**config.mk**
```make
export PLATFORM = sky130hd
export DESIGN_NAME = fasta_record_parser_top
export DESIGN_NICKNAME = d
export VERILOG_FILES = /design/src/hdl/frp_pkg.sv /design/src/hdl/fasta_record_parser_top.sv
export VERILOG_INCLUDE_DIRS = /design/src /design/src/hdl
export SDC_FILE = /design/constraint.sdc
export NUM_CORES = 1
export LEC_CHECK = 0
export ABC_AREA = 1
export BUFFER_PORTS_ARGS = -buffer_cell sky130_fd_sc_hd__buf_4
export CAP_MARGIN = 40
export CORE_ASPECT_RATIO = 1.75
export CORE_MARGIN = 2
export CORE_UTILIZATION = 55
export DETAILED_ROUTE_END_ITERATION = 8
export HOLD_SLACK_MARGIN = 0.03
export PLACE_DENSITY = 0.71
export SETUP_SLACK_MARGIN = 0.4
export SYNTH_ARGS = -nofsm -noshare
export SYNTH_HDL_FRONTEND = slang
export SYNTH_SLANG_ARGS = --single-unit
```
**constraint.sdc**
```tcl
create_clock -name clk -period 10.5 [get_ports clk]
set_input_delay 1.05 -clock clk [delete_from_list [all_inputs] [get_ports clk]]
set_output_delay 1.05 -clock clk [all_outputs]
set_load 0.1 [all_outputs]
```
**src/hdl/assert_macros.svh**
```systemverilog
// ----------------------------------------------------------------------------
// assert_macros.svh
// Concurrent assertion helpers shared by the RTL.
// ----------------------------------------------------------------------------
`ifndef ASSERT_MACROS_SVH
`define ASSERT_MACROS_SVH

// same-cycle implication, disabled in reset
`define ASSERT_SAME(label, clk, rst_n, ante, cons) \
  label: assert property (@(posedge clk) disable iff (!(rst_n)) (ante) |-> (cons)) \
    else $error("assertion failed");

// next-cycle implication, disabled in reset
`define ASSERT_NEXT(label, clk, rst_n, ante, cons) \
  label: assert property (@(posedge clk) disable iff (!(rst_n)) (ante) |=> (cons)) \
    else $error("assertion failed");

`endif

```
**src/hdl/frp_pkg.sv**
```systemverilog
// ----------------------------------------------------------------------------
// frp_pkg
// Types, codes and character classes for the FASTA record parser.
// ----------------------------------------------------------------------------
`timescale 1ns / 1ps

package frp_pkg;

  localparam int unsigned COUNT_WIDTH_DEF = 32;
  localparam int unsigned OUT_W = 32;

  localparam logic [7:0] CH_GT = 8'h3E;
  localparam logic [7:0] CH_LF = 8'h0A;
  localparam logic [7:0] CH_TAB = 8'h09;
  localparam logic [7:0] CH_CR = 8'h0D;
  localparam logic [7:0] CH_SP = 8'h20;

  typedef enum logic [2:0] {
    K_NAME  = 3'd0,
    K_COPEN = 3'd1,
    K_CBYTE = 3'd2,
    K_SEQ   = 3'd3,
    K_END   = 3'd4,
    K_ERR   = 3'd5
  } kind_t;

  typedef enum logic [2:0] {
    E_EMPTY_FILE  = 3'd0,
    E_NO_GT       = 3'd1,
    E_EXPECT_GT   = 3'd2,
    E_EOF_NAME    = 3'd3,
    E_EMPTY_NAME  = 3'd4,
    E_EOF_COMMENT = 3'd5,
    E_EMPTY_SEQ   = 3'd6
  } err_t;

  typedef struct packed {
    kind_t             kind;
    logic [7:0]        data;
    err_t              code;
    logic [OUT_W-1:0]  line;
    logic [OUT_W-1:0]  name_len;
    logic [OUT_W-1:0]  cmt_len;
    logic [OUT_W-1:0]  seq_len;
    logic              fin;
  } res_t;

  // tab, LF, VT, FF, CR, space
  function automatic logic is_ws(input logic [7:0] c);
    return ((c >= CH_TAB) && (c <= CH_CR)) || (c == CH_SP);
  endfunction

  function automatic logic is_letter(input logic [7:0] c);
    return ((c >= 8'h41) && (c <= 8'h5A)) || ((c >= 8'h61) && (c <= 8'h7A));
  endfunction

endpackage

```
**src/hdl/fasta_record_parser_top.sv**
```systemverilog
// A result is registered in the output register, or in the skid entry when out_* is stalled.
// Throughput: one request per cycle while in_stall is low; the state update is a single pass.
// An output register plus one skid entry decouple the result side.
// Reset: synchronous, active low; parser restarts expecting the first '>',
// line count 1, all lengths 0, output and skid empty.
// ----------------------------------------------------------------------------
// fasta_record_parser_top
// Byte-serial FASTA parser tagging name, comment and sequence bytes.
// ----------------------------------------------------------------------------
`timescale 1ns / 1ps
`include "assert_macros.svh"

module fasta_record_parser_top #(
  parameter int unsigned COUNT_WIDTH = frp_pkg::COUNT_WIDTH_DEF
) (
  input  logic        clk,
  input  logic        rst_n,
  input  logic        in_valid,
  output logic        in_stall,
  input  logic [7:0]  in_data_byte,
  input  logic        in_end_of_file,
  output logic        out_valid,
  input  logic        out_stall,
  output logic [2:0]  out_kind,
  output logic [7:0]  out_out_byte,
  output logic [2:0]  out_error_code,
  output logic [31:0] out_line_no,
  output logic [31:0] out_name_len,
  output logic [31:0] out_cmt_len,
  output logic [31:0] out_seq_len,
  output logic        out_finished
);

  localparam int unsigned CW = COUNT_WIDTH;
  localparam int unsigned OW = frp_pkg::OUT_W;

  typedef enum logic [2:0] {
    PH_START, PH_NAME, PH_COMMENT, PH_SEQ_LEAD, PH_SEQ_WORD, PH_SEQ_GAP, PH_DONE
  } phase_t;

  phase_t              phase_r, phase_nxt;
  logic [CW-1:0]       nl_r, nl_nxt;
  logic [CW-1:0]       name_r, name_nxt;
  logic [CW-1:0]       cmt_r, cmt_nxt;
  logic [CW-1:0]       seq_r, seq_nxt;
  frp_pkg::res_t       res;
  logic                res_vld;
  frp_pkg::res_t       out_r, skid_r;
  logic                out_valid_r, skid_valid_r;
  logic                accept, out_free;

  function automatic logic [CW-1:0] sat_inc(input logic [CW-1:0] x);
    return (x == {CW{1'b1}}) ? x : x + {{(CW-1){1'b0}}, 1'b1};
  endfunction

  function automatic logic [OW-1:0] clip(input logic [CW-1:0] x);
    logic [CW+OW-1:0] ext;
    ext = {{OW{1'b0}}, x};
    return (ext[CW+OW-1:OW] != '0) ? {OW{1'b1}} : ext[OW-1:0];
  endfunction

  assign accept   = in_valid && !in_stall;
  assign out_free = !out_valid_r || !out_stall;
  assign in_stall = skid_valid_r;

  always_comb begin
    logic [7:0] c;
    logic       eof, ws, let_c;
    c         = in_data_byte;
    eof       = in_end_of_file;
    ws        = frp_pkg::is_ws(c);
    let_c     = frp_pkg::is_letter(c);
    phase_nxt = phase_r;
    nl_nxt    = nl_r;
    name_nxt  = name_r;
    cmt_nxt   = cmt_r;
    seq_nxt   = seq_r;
    res_vld   = 1'b0;
    res       = '0;
    res.line  = clip(nl_r);
    unique case (phase_r)
      PH_START: begin
        if (eof || (c != frp_pkg::CH_GT)) begin
          res_vld   = 1'b1;
          res.kind  = frp_pkg::K_ERR;
          res.code  = eof ? frp_pkg::E_EMPTY_FILE : frp_pkg::E_NO_GT;
          res.fin   = 1'b1;
          phase_nxt = PH_DONE;
        end else begin
          phase_nxt = PH_NAME;
        end
      end
      PH_NAME: begin
        if (eof) begin
          res_vld   = 1'b1;
          res.kind  = frp_pkg::K_ERR;
          res.code  = frp_pkg::E_EOF_NAME;
          res.fin   = 1'b1;
          phase_nxt = PH_DONE;
        end else if (!ws) begin
          name_nxt = sat_inc(name_r);
          res_vld  = 1'b1;
          res.kind = frp_pkg::K_NAME;
          res.data = c;
        end else if (name_r == '0) begin
          res_vld   = 1'b1;
          res.kind  = frp_pkg::K_ERR;
          res.code  = frp_pkg::E_EMPTY_NAME;
          res.fin   = 1'b1;
          phase_nxt = PH_DONE;
        end else if (c == frp_pkg::CH_LF) begin
          nl_nxt    = sat_inc(nl_r);
          phase_nxt = PH_SEQ_LEAD;
        end else begin
          res_vld   = 1'b1;
          res.kind  = frp_pkg::K_COPEN;
          res.data  = c;
          phase_nxt = PH_COMMENT;
        end
      end
      PH_COMMENT: begin
        if (eof) begin
          res_vld   = 1'b1;
          res.kind  = frp_pkg::K_ERR;
          res.code  = frp_pkg::E_EOF_COMMENT;
          res.fin   = 1'b1;
          phase_nxt = PH_DONE;
        end else if (c == frp_pkg::CH_LF) begin
          nl_nxt    = sat_inc(nl_r);
          phase_nxt = PH_SEQ_LEAD;
        end else begin
          cmt_nxt  = sat_inc(cmt_r);
          res_vld  = 1'b1;
          res.kind = frp_pkg::K_CBYTE;
          res.data = c;
        end
      end
      PH_SEQ_LEAD: begin
        if (eof || (!ws && !let_c)) begin
          res_vld   = 1'b1;
          res.kind  = frp_pkg::K_ERR;
          res.code  = frp_pkg::E_EMPTY_SEQ;
          res.fin   = 1'b1;
          phase_nxt = PH_DONE;
        end else if (ws) begin
          if (c == frp_pkg::CH_LF) nl_nxt = sat_inc(nl_r);
        end else begin
          seq_nxt   = sat_inc(seq_r);
          res_vld   = 1'b1;
          res.kind  = frp_pkg::K_SEQ;
          res.data  = c;
          phase_nxt = PH_SEQ_WORD;
        end
      end
      PH_SEQ_WORD, PH_SEQ_GAP: begin
        if (eof) begin
          res_vld      = 1'b1;
          res.kind     = frp_pkg::K_END;
          res.name_len = clip(name_r);
          res.cmt_len  = clip(cmt_r);
          res.seq_len  = clip(seq_r);
          res.fin      = 1'b1;
          phase_nxt    = PH_DONE;
        end else if (ws) begin
          if (c == frp_pkg::CH_LF) nl_nxt = sat_inc(nl_r);
          phase_nxt = PH_SEQ_GAP;
        end else if ((phase_r == PH_SEQ_WORD) || let_c) begin
          seq_nxt   = sat_inc(seq_r);
          res_vld   = 1'b1;
          res.kind  = frp_pkg::K_SEQ;
          res.data  = c;
          phase_nxt = PH_SEQ_WORD;
        end else begin
          res_vld      = 1'b1;
          res.name_len = clip(name_r);
          res.cmt_len  = clip(cmt_r);
          res.seq_len  = clip(seq_r);
          if (c == frp_pkg::CH_GT) begin
            res.kind  = frp_pkg::K_END;
            name_nxt  = '0;
            cmt_nxt   = '0;
            seq_nxt   = '0;
            phase_nxt = PH_NAME;
          end else begin
            res.kind  = frp_pkg::K_ERR;
            res.code  = frp_pkg::E_EXPECT_GT;
            res.data  = c;
            res.fin   = 1'b1;
            phase_nxt = PH_DONE;
          end
        end
      end
      default: begin
        phase_nxt = PH_DONE;
      end
    endcase
  end

  always_ff @(posedge clk) begin
    if (!rst_n) begin
      phase_r      <= PH_START;
      nl_r         <= {{(CW-1){1'b0}}, 1'b1};
      name_r       <= '0;
      cmt_r        <= '0;
      seq_r        <= '0;
      out_valid_r  <= 1'b0;
      skid_valid_r <= 1'b0;
    end else begin
      if (accept) begin
        phase_r <= phase_nxt;
        nl_r    <= nl_nxt;
        name_r  <= name_nxt;
        cmt_r   <= cmt_nxt;
        seq_r   <= seq_nxt;
      end
      if (skid_valid_r) begin
        if (!out_stall) begin
          out_r        <= skid_r;
          skid_valid_r <= 1'b0;
        end
      end else if (out_free) begin
        out_valid_r <= accept && res_vld;
        if (accept && res_vld) out_r <= res;
      end else if (accept && res_vld) begin
        skid_r       <= res;
        skid_valid_r <= 1'b1;
      end
    end
  end

  assign out_valid    = out_valid_r;
  assign out_kind     = out_r.kind;
  assign out_out_byte = out_r.data;
  assign out_error_code = out_r.code;
  assign out_line_no  = out_r.line;
  assign out_name_len = out_r.name_len;
  assign out_cmt_len  = out_r.cmt_len;
  assign out_seq_len  = out_r.seq_len;
  assign out_finished = out_r.fin;

  `ASSERT_SAME(a_skid_behind_out, clk, rst_n, skid_valid_r, out_valid_r)
  `ASSERT_NEXT(a_done_sticks, clk, rst_n, phase_r == PH_DONE, phase_r == PH_DONE)
  `ASSERT_SAME(a_err_finishes, clk, rst_n, out_valid_r && (out_r.kind == frp_pkg::K_ERR), out_r.fin)
  `ASSERT_SAME(a_line_nonzero, clk, rst_n, out_valid_r, out_r.line != '0)

endmodule
```
# --- Yosys cells after proc, flatten, opt, wreduce, memory -nomap -nowiden ---
# Cells that the tools add are included.
classes:
  n_lt_le_gt_ge: 6
  eq_ne: 32
  n_mux: 102
  multipliers: 0
  n_addsub: 4
  div_mod_pow: 0
  n_bitwise: 2
  n_shift: 0
  n_reduce_logical: 34
ops:
  columns: ["op", "count"]
  rows:
  - ["32-bit 2-to-1 mux", 25]
  - ["143-bit 2-to-1 mux", 4]
  - ["97-bit 2-to-1 mux", 3]
  - ["32-bit one-hot mux with 2 select lines", 3]
  - ["32-bit by 1-bit adder with 32-bit output (second input constant)", 4]
  - ["32-bit == test (second input constant)", 4]
  - ["32-bit one-hot mux with 4 select lines", 1]
  - ["96-bit 2-to-1 mux", 1]
  - ["3-bit 2-to-1 mux", 24]
  - ["3-bit one-hot mux with 5 select lines", 3]
  - ["11-bit 2-to-1 mux", 4]
  - ["32-bit logical NOT", 1]
  - ["8-bit 2-to-1 mux", 4]
  - ["8-bit one-hot mux with 4 select lines", 1]
  - ["2-bit != test (second input constant)", 15]
  - ["1-bit 2-to-1 mux", 23]
  - ["10-bit 2-to-1 mux", 2]
  - ["9-bit AND reduction", 2]
  - ["8-bit by 6-bit == test with 1-bit output (second input constant)", 2]
  - ["8-bit by 7-bit >= comparator with 1-bit output (second input constant)", 2]
  - ["8-bit by 7-bit less-or-equal comparator with 1-bit output (second input constant)", 2]
  - ["14-bit 2-to-1 mux", 1]
  - ["3-bit != test (second input constant)", 4]
  - ["4-bit AND reduction", 3]
  - ["20 further kinds", 42]
totals:
  register_bits: 419
  latch_bits: 0
  rom_bits: 0
  memories: 0
  in_bits: 13
  ramBits: 0
  output_inout_bits: 145
  word_cells: 203

# --- Depth between registers and ports, before layout ---
logic_depth:
  word_depth: 12
  mapped_depth: 15

# --- Least setup slack after synthesis ---
# No wires, ideal clock.
synth_timing:
  path_type: "register to register"
  from: "register skid_valid_r (netlist: in_stall)"
  to: "register out_r (netlist bit out_cmt_len[0]) (enable)"
  n_path_buf: 2
  stages_incl_launch_ff: 6
  setup_ps: 694
  required_ps: 9806
  arrival_time_ps: 8747
  period_less_slack_ps: 9441
  path_slack_ps: 1059
  path_cell_list: "dfxtp_1 -> clkbuf_1 -> inv_1 -> clkbuf_1 -> or2_2 -> a21oi_1"
synth_via:
  elab_chain_len: 5
  word_cells_on_any_way: 7
  classes_between: "eq/ne (1); reduce/logical (6)"
synth_lines:
  columns: ["element", "line_no", "source"]
  rows:
  - ["from (decl)", "fasta_record_parser_top.sv:49", "logic out_valid_r, skid_valid_r;"]
  - ["from (signal assigned)", "fasta_record_parser_top.sv:207", "skid_valid_r <= 1'b0;"]
  - ["from (signal assigned)", "fasta_record_parser_top.sv:219", "skid_valid_r <= 1'b0;"]
  - ["from (signal assigned)", "fasta_record_parser_top.sv:226", "skid_valid_r <= 1'b1;"]
  - ["1-bit logical NOT", "fasta_record_parser_top.sv:62", "assign accept = in_valid && !in_stall;"]
  - ["1-bit logical AND", "fasta_record_parser_top.sv:62", null]
  - ["1-bit logical AND", "fasta_record_parser_top.sv:223", "if (accept && res_vld) out_r <= res;"]
  - ["2-bit nonzero test (no line)", null, null]
  - ["4-bit AND reduction (no line) *", null, null]
  - ["to (signal assigned)", "fasta_record_parser_top.sv:218", "out_r <= skid_r;"]
  - ["to (signal assigned)", "fasta_record_parser_top.sv:223", null]
  - ["to (decl)", "fasta_record_parser_top.sv:48", "frp_pkg::res_t out_r, skid_r;"]
# Mark *: on every way between the ends. The rest lies on a longest branch, timed or not.
# A chain may end at the register's enable or synchronous reset.

# --- Worst setup path in the final report ---
layout_timing:
  from: "register skid_valid_r (netlist: in_stall)"
  to: "register out_r (netlist bit out_seq_len[29]) (enable)"
# Same word-level chain as after synthesis.

==> flow_results.xml <==
<?xml version="1.0" encoding="UTF-8"?>
<metrics>
  <group name="outcome">
    <metric name="outcome" unit="">completed</metric>
  </group>
  <group name="cts">
    <metric name="post_cts_buffers" unit="">0</metric>
    <metric name="cts_buffers" unit="">39</metric>
    <metric name="worst_skew_pair.late_latency" unit="ns">0.55</metric>
    <metric name="postCtsResizedCells" unit="">0</metric>
    <metric name="clk_path_buf_depth" unit="">3</metric>
    <metric name="hold_buffers" unit="">0</metric>
    <metric name="ctsHtreeMaxLevel" unit="">2</metric>
    <metric name="clock-root-buffer" unit="">clkbuf_16</metric>
    <metric name="clk_pin_slew" unit="ns">0.06</metric>
    <metric name="clock-sinks" unit="">419</metric>
    <metric name="clock_tree_from_tritoncts" unit="">built</metric>
  </group>
  <group name="synth">
    <metric name="synth.distinct_cells" unit="">43</metric>
    <metric name="instance_count_of_the_mapped_netlist" unit="">2589</metric>
    <metric name="synth-async-reset-ratio" unit="%">0</metric>
    <metric name="postSynthNetCount" unit="">2607</metric>
    <metric name="yosysTopAreaCellShare" unit="%">40.91</metric>
    <metric name="edff_count_synth" unit="">286</metric>
    <metric name="postSynth.topFlopCell" unit="">edfxtp_1</metric>
    <metric name="synth_top_cells_by_area" unit="">edfxtp_1 (41%), nand2_1 (16%), dfxtp_1 (13%)</metric>
    <metric name="ys_warn_count" unit="">0</metric>
    <metric name="synth_top_area_cell" unit="">edfxtp_1</metric>
    <metric name="syn-cell-area" unit="µm²">20990</metric>
    <metric name="synth_area_per_cell" unit="µm²">8.108</metric>
    <metric name="synth_sequential_area_ratio" unit="%">53.60</metric>
    <metric name="synth-seq-cells" unit="">419</metric>
  </group>
  <group name="global_routing">
    <metric name="via_count_of_the_first_global_routing_pass" unit="">17354</metric>
    <metric name="grt_first_pass_wirelength" unit="µm">93720</metric>
    <metric name="largest_net_degree_at_the_start_of_global_routing" unit="">74</metric>
    <metric name="antenna_found_initial" unit="">0</metric>
    <metric name="globalRouteOverflowTotal" unit="">0</metric>
    <metric name="gr-usage-all-layers" unit="%">30.42</metric>
  </group>
  <group name="routing">
    <metric name="routed_wirelength" unit="µm">60670</metric>
    <metric name="detail_route.first_pass.iterations" unit="">6</metric>
    <metric name="routed_via_density" unit="">5.434</metric>
    <metric name="drc_errors" unit="">0</metric>
    <metric name="route.detailed.wl_per_inst" unit="µm">18.88</metric>
    <metric name="detail_route.iter0.violations" unit="">1043</metric>
    <metric name="vias" unit="">17466</metric>
    <metric name="number_of_antenna_violating_nets_in_the_routed_design" unit="">0</metric>
  </group>
  <group name="placement">
    <metric name="numPortBuffers" unit="">157</metric>
    <metric name="place.detailed.hpwl" unit="µm">43610</metric>
    <metric name="globalplace.congestion" unit="">0.9803</metric>
  </group>
  <group name="floorplan">
    <metric name="die-area" unit="µm²">39810</metric>
    <metric name="die_height" unit="µm">262.4</metric>
    <metric name="fp.coreArea" unit="µm²">37640</metric>
    <metric name="rows" unit="">94</metric>
    <metric name="initial_utilization" unit="%">55.77</metric>
    <metric name="fp.dieW" unit="µm">151.7</metric>
    <metric name="io_pins" unit="">158</metric>
  </group>
  <group name="power_and_ir_drop">
    <metric name="pwr-share-seq" unit="%">47.9</metric>
    <metric name="cellInternalPower" unit="mW">2.719</metric>
    <metric name="power.ir.vdd_worst" unit="µV">132.4</metric>
    <metric name="clock_power_share" unit="%">36.9</metric>
    <metric name="total_switching_power" unit="mW">1.123</metric>
    <metric name="power.density_cell_area" unit="nW/µm²">161.5</metric>
    <metric name="power.share.switching" unit="%">29.24</metric>
    <metric name="power_leakage" unit="nW">9.003</metric>
    <metric name="combinationalPowerShare" unit="%">15.1</metric>
  </group>
  <group name="sta">
    <metric name="timing.final.setup_violations" unit="">0</metric>
    <metric name="maxSlewViolCount" unit="">0</metric>
    <metric name="tns" unit="ns">0</metric>
    <metric name="min_period" unit="ns">4.261</metric>
    <metric name="fin_worst_skew" unit="ns">0.01866</metric>
    <metric name="grt_setup_unrepaired" unit="">no</metric>
    <metric name="worstMarginPinSlew" unit="ns">0.8903</metric>
    <metric name="achievable-frequency" unit="MHz">234.7</metric>
    <metric name="slew_headroom" unit="%">40.45</metric>
    <metric name="fin_crit_sh" unit="%">40.58</metric>
    <metric name="timing.final.hold_violations" unit="">0</metric>
  </group>
  <group name="critical_path">
    <metric name="cp_slowest_stage_delay" unit="ns">0.77</metric>
    <metric name="critPathKind" unit="">reg -&gt; reg</metric>
    <metric name="path_max_fanout" unit="">73</metric>
    <metric name="timing.reg2reg.setup_slack" unit="ns">6.24</metric>
    <metric name="worstPathArrival" unit="ns">4.43</metric>
    <metric name="worst-endpoint-required" unit="ns">10.66</metric>
    <metric name="path_common_cell" unit="">buf_4</metric>
    <metric name="series_of_cell_instances_along_the_critical_path" unit="">clkinv_2 &gt; buf_4 &gt; or2_2 &gt; a21oi_4 &gt; buf_4</metric>
    <metric name="critical_path.startpoint_type" unit="">flip-flop</metric>
    <metric name="critPathCaptureType" unit="">flip-flop</metric>
    <metric name="worst_path_max_delay_cell" unit="">dfxtp_4</metric>
  </group>
  <group name="layout">
    <metric name="layout.filler_cells" unit="">3335</metric>
    <metric name="diodes" unit="">0</metric>
    <metric name="final_cell_mix" unit="">nand2_1 (903), nor2_1 (401), edfxtp_1 (286)</metric>
    <metric name="layout_commonest_cell" unit="">nand2_1</metric>
    <metric name="post_route_cells_drive_above_1_share" unit="%">11.41</metric>
    <metric name="relative_area_change_from_synthesis_to_final_layout" unit="%">13.31</metric>
    <metric name="fin_nets" unit="">2722</metric>
    <metric name="final_util" unit="%">63.20</metric>
  </group>
  <group name="min_path">
    <metric name="min-delay-path-class" unit="">reg -&gt; reg</metric>
  </group>
  <group name="job">
    <metric name="cap_violations" unit="">0</metric>
  </group>
</metrics>
==> kinds of logic (layout without fill, tap and decap cells) <==
logic type                 count (synthesis)  after routing  synth area share [%]
xor gates and xnor gates                  74             74                 3.088
DFF                                      419            419                 53.60
buffers and inverters                    315            460                 6.282
and+or+nand+nor                         1582           1582                 31.94
AOI/OAI and AO/OA                        194            194                 4.792
adders and majority gates                  5              5                0.2980
==> power by group through the flow <==
| stage | Combinational (mW) | Sequential (mW) | Clock [mW] |
|---|---|---|---|
| 2_1_floorplan | 0.171 | 2.17 | 0 |
| 3_3_place_gp | 0.567 | 1.88 | 0 |
| 3_5_place_dp | 0.581 | 1.88 | 0 |
| 4_1_cts | 0.582 | 1.84 | 1.44 |
| 5_1_grt | 0.607 | 1.85 | 1.50 |
| 6_report | 0.581 | 1.84 | 1.42 |
==> state kept, by name, summed over array words and instances, names as in the netlist <==
| register | flops |
|---|---|
| out_finished | 1 |
| out_seq_len | 32 |
| out_cmt_len | 32 |
| phase_r | 3 |
| seq_r | 32 |
| skid_r | 143 |
| out_error_code | 3 |
| cmt_r | 32 |
| in_stall | 1 |
| out_valid | 1 |
| out_out_byte | 8 |
| out_name_len | 32 |
| name_r | 32 |
| out_kind | 3 |
| nl_r | 32 |
| out_line_no | 32 |
==> through the flow <==
stage / std cells / power (mW) / instance area (µm²) / setup WS [ns] / hold WS [ns]
floorplan: 2589 / 2.338 / 20990 / 1.059 / 0.4522
global placement: 3135 / 2.444 / 22360 / 6.026 / 0.4605
detailed placement: 3143 / 2.459 / 22530 / 6.174 / 0.4696
CTS: 3214 / 3.868 / 23790 / 6.162 / 0.4883
global route: 3214 / 3.950 / 23790 / 5.900 / 0.4989
finish: 3214 / 3.842 / 23790 / 6.239 / 0.4887
==> cells in the mapped netlist (10+ instances only) <==
master    count
edfxtp_1    286
nand3_1     101
nand4_1      33
nand2_1     903
buf_2        23
clkbuf_1     53
nor2_1      402
dfxtp_1     133
o21ai_0      74
a21oi_1     110
inv_1       201
nor3_1       70
xor2_1       74
nor2_4       32
inv_2        10
==> final timing paths <==
| path | from | end | cells after the start |
|---|---|---|---|
| min | seq_r[16] | seq_r[16] | 2 |
| max reg2reg | in_stall | out_seq_len[29] | 5 |
| max | in_stall | out_seq_len[29] | 5 |
| min reg2reg | seq_r[16] | seq_r[16] | 2 |
==> critical path: cells and delay by family, from the launching register on <==
kind	cells	cell delay (ns)
buffers and inverters	3	1.99
flip-flops	1	0.77
AO/OA/AOI/OAI	1	0.54
AND/OR/NAND/NOR	1	0.42
==> metal layers <==
metal / vias to the layer above / share of wire, % / GRT usage, %
met2: 581 / 53 / 55.21
met5: - / 0 / 0
met1: 8143 / 35 / 32.48
li1: 8551 / - / -
met3: 191 / 5.0 / 3.924
met4: 0 / 7.1 / 19.12
==> layout make-up <==
cell class                      instances  area, µm²  share of cell area (%)
Multi-Input combinational cell       1855       8441                   35.49
Tap cell                              480      600.6                   2.525
Sequential cell                       419      11250                   47.32
Timing Repair Buffer                  176       1429                   6.007
Inverter                              213      805.8                   3.388
Clock inverter                         17      160.2                  0.6733
Clock buffer                           54       1095                   4.603
Power figures use the tool's default switching activity.
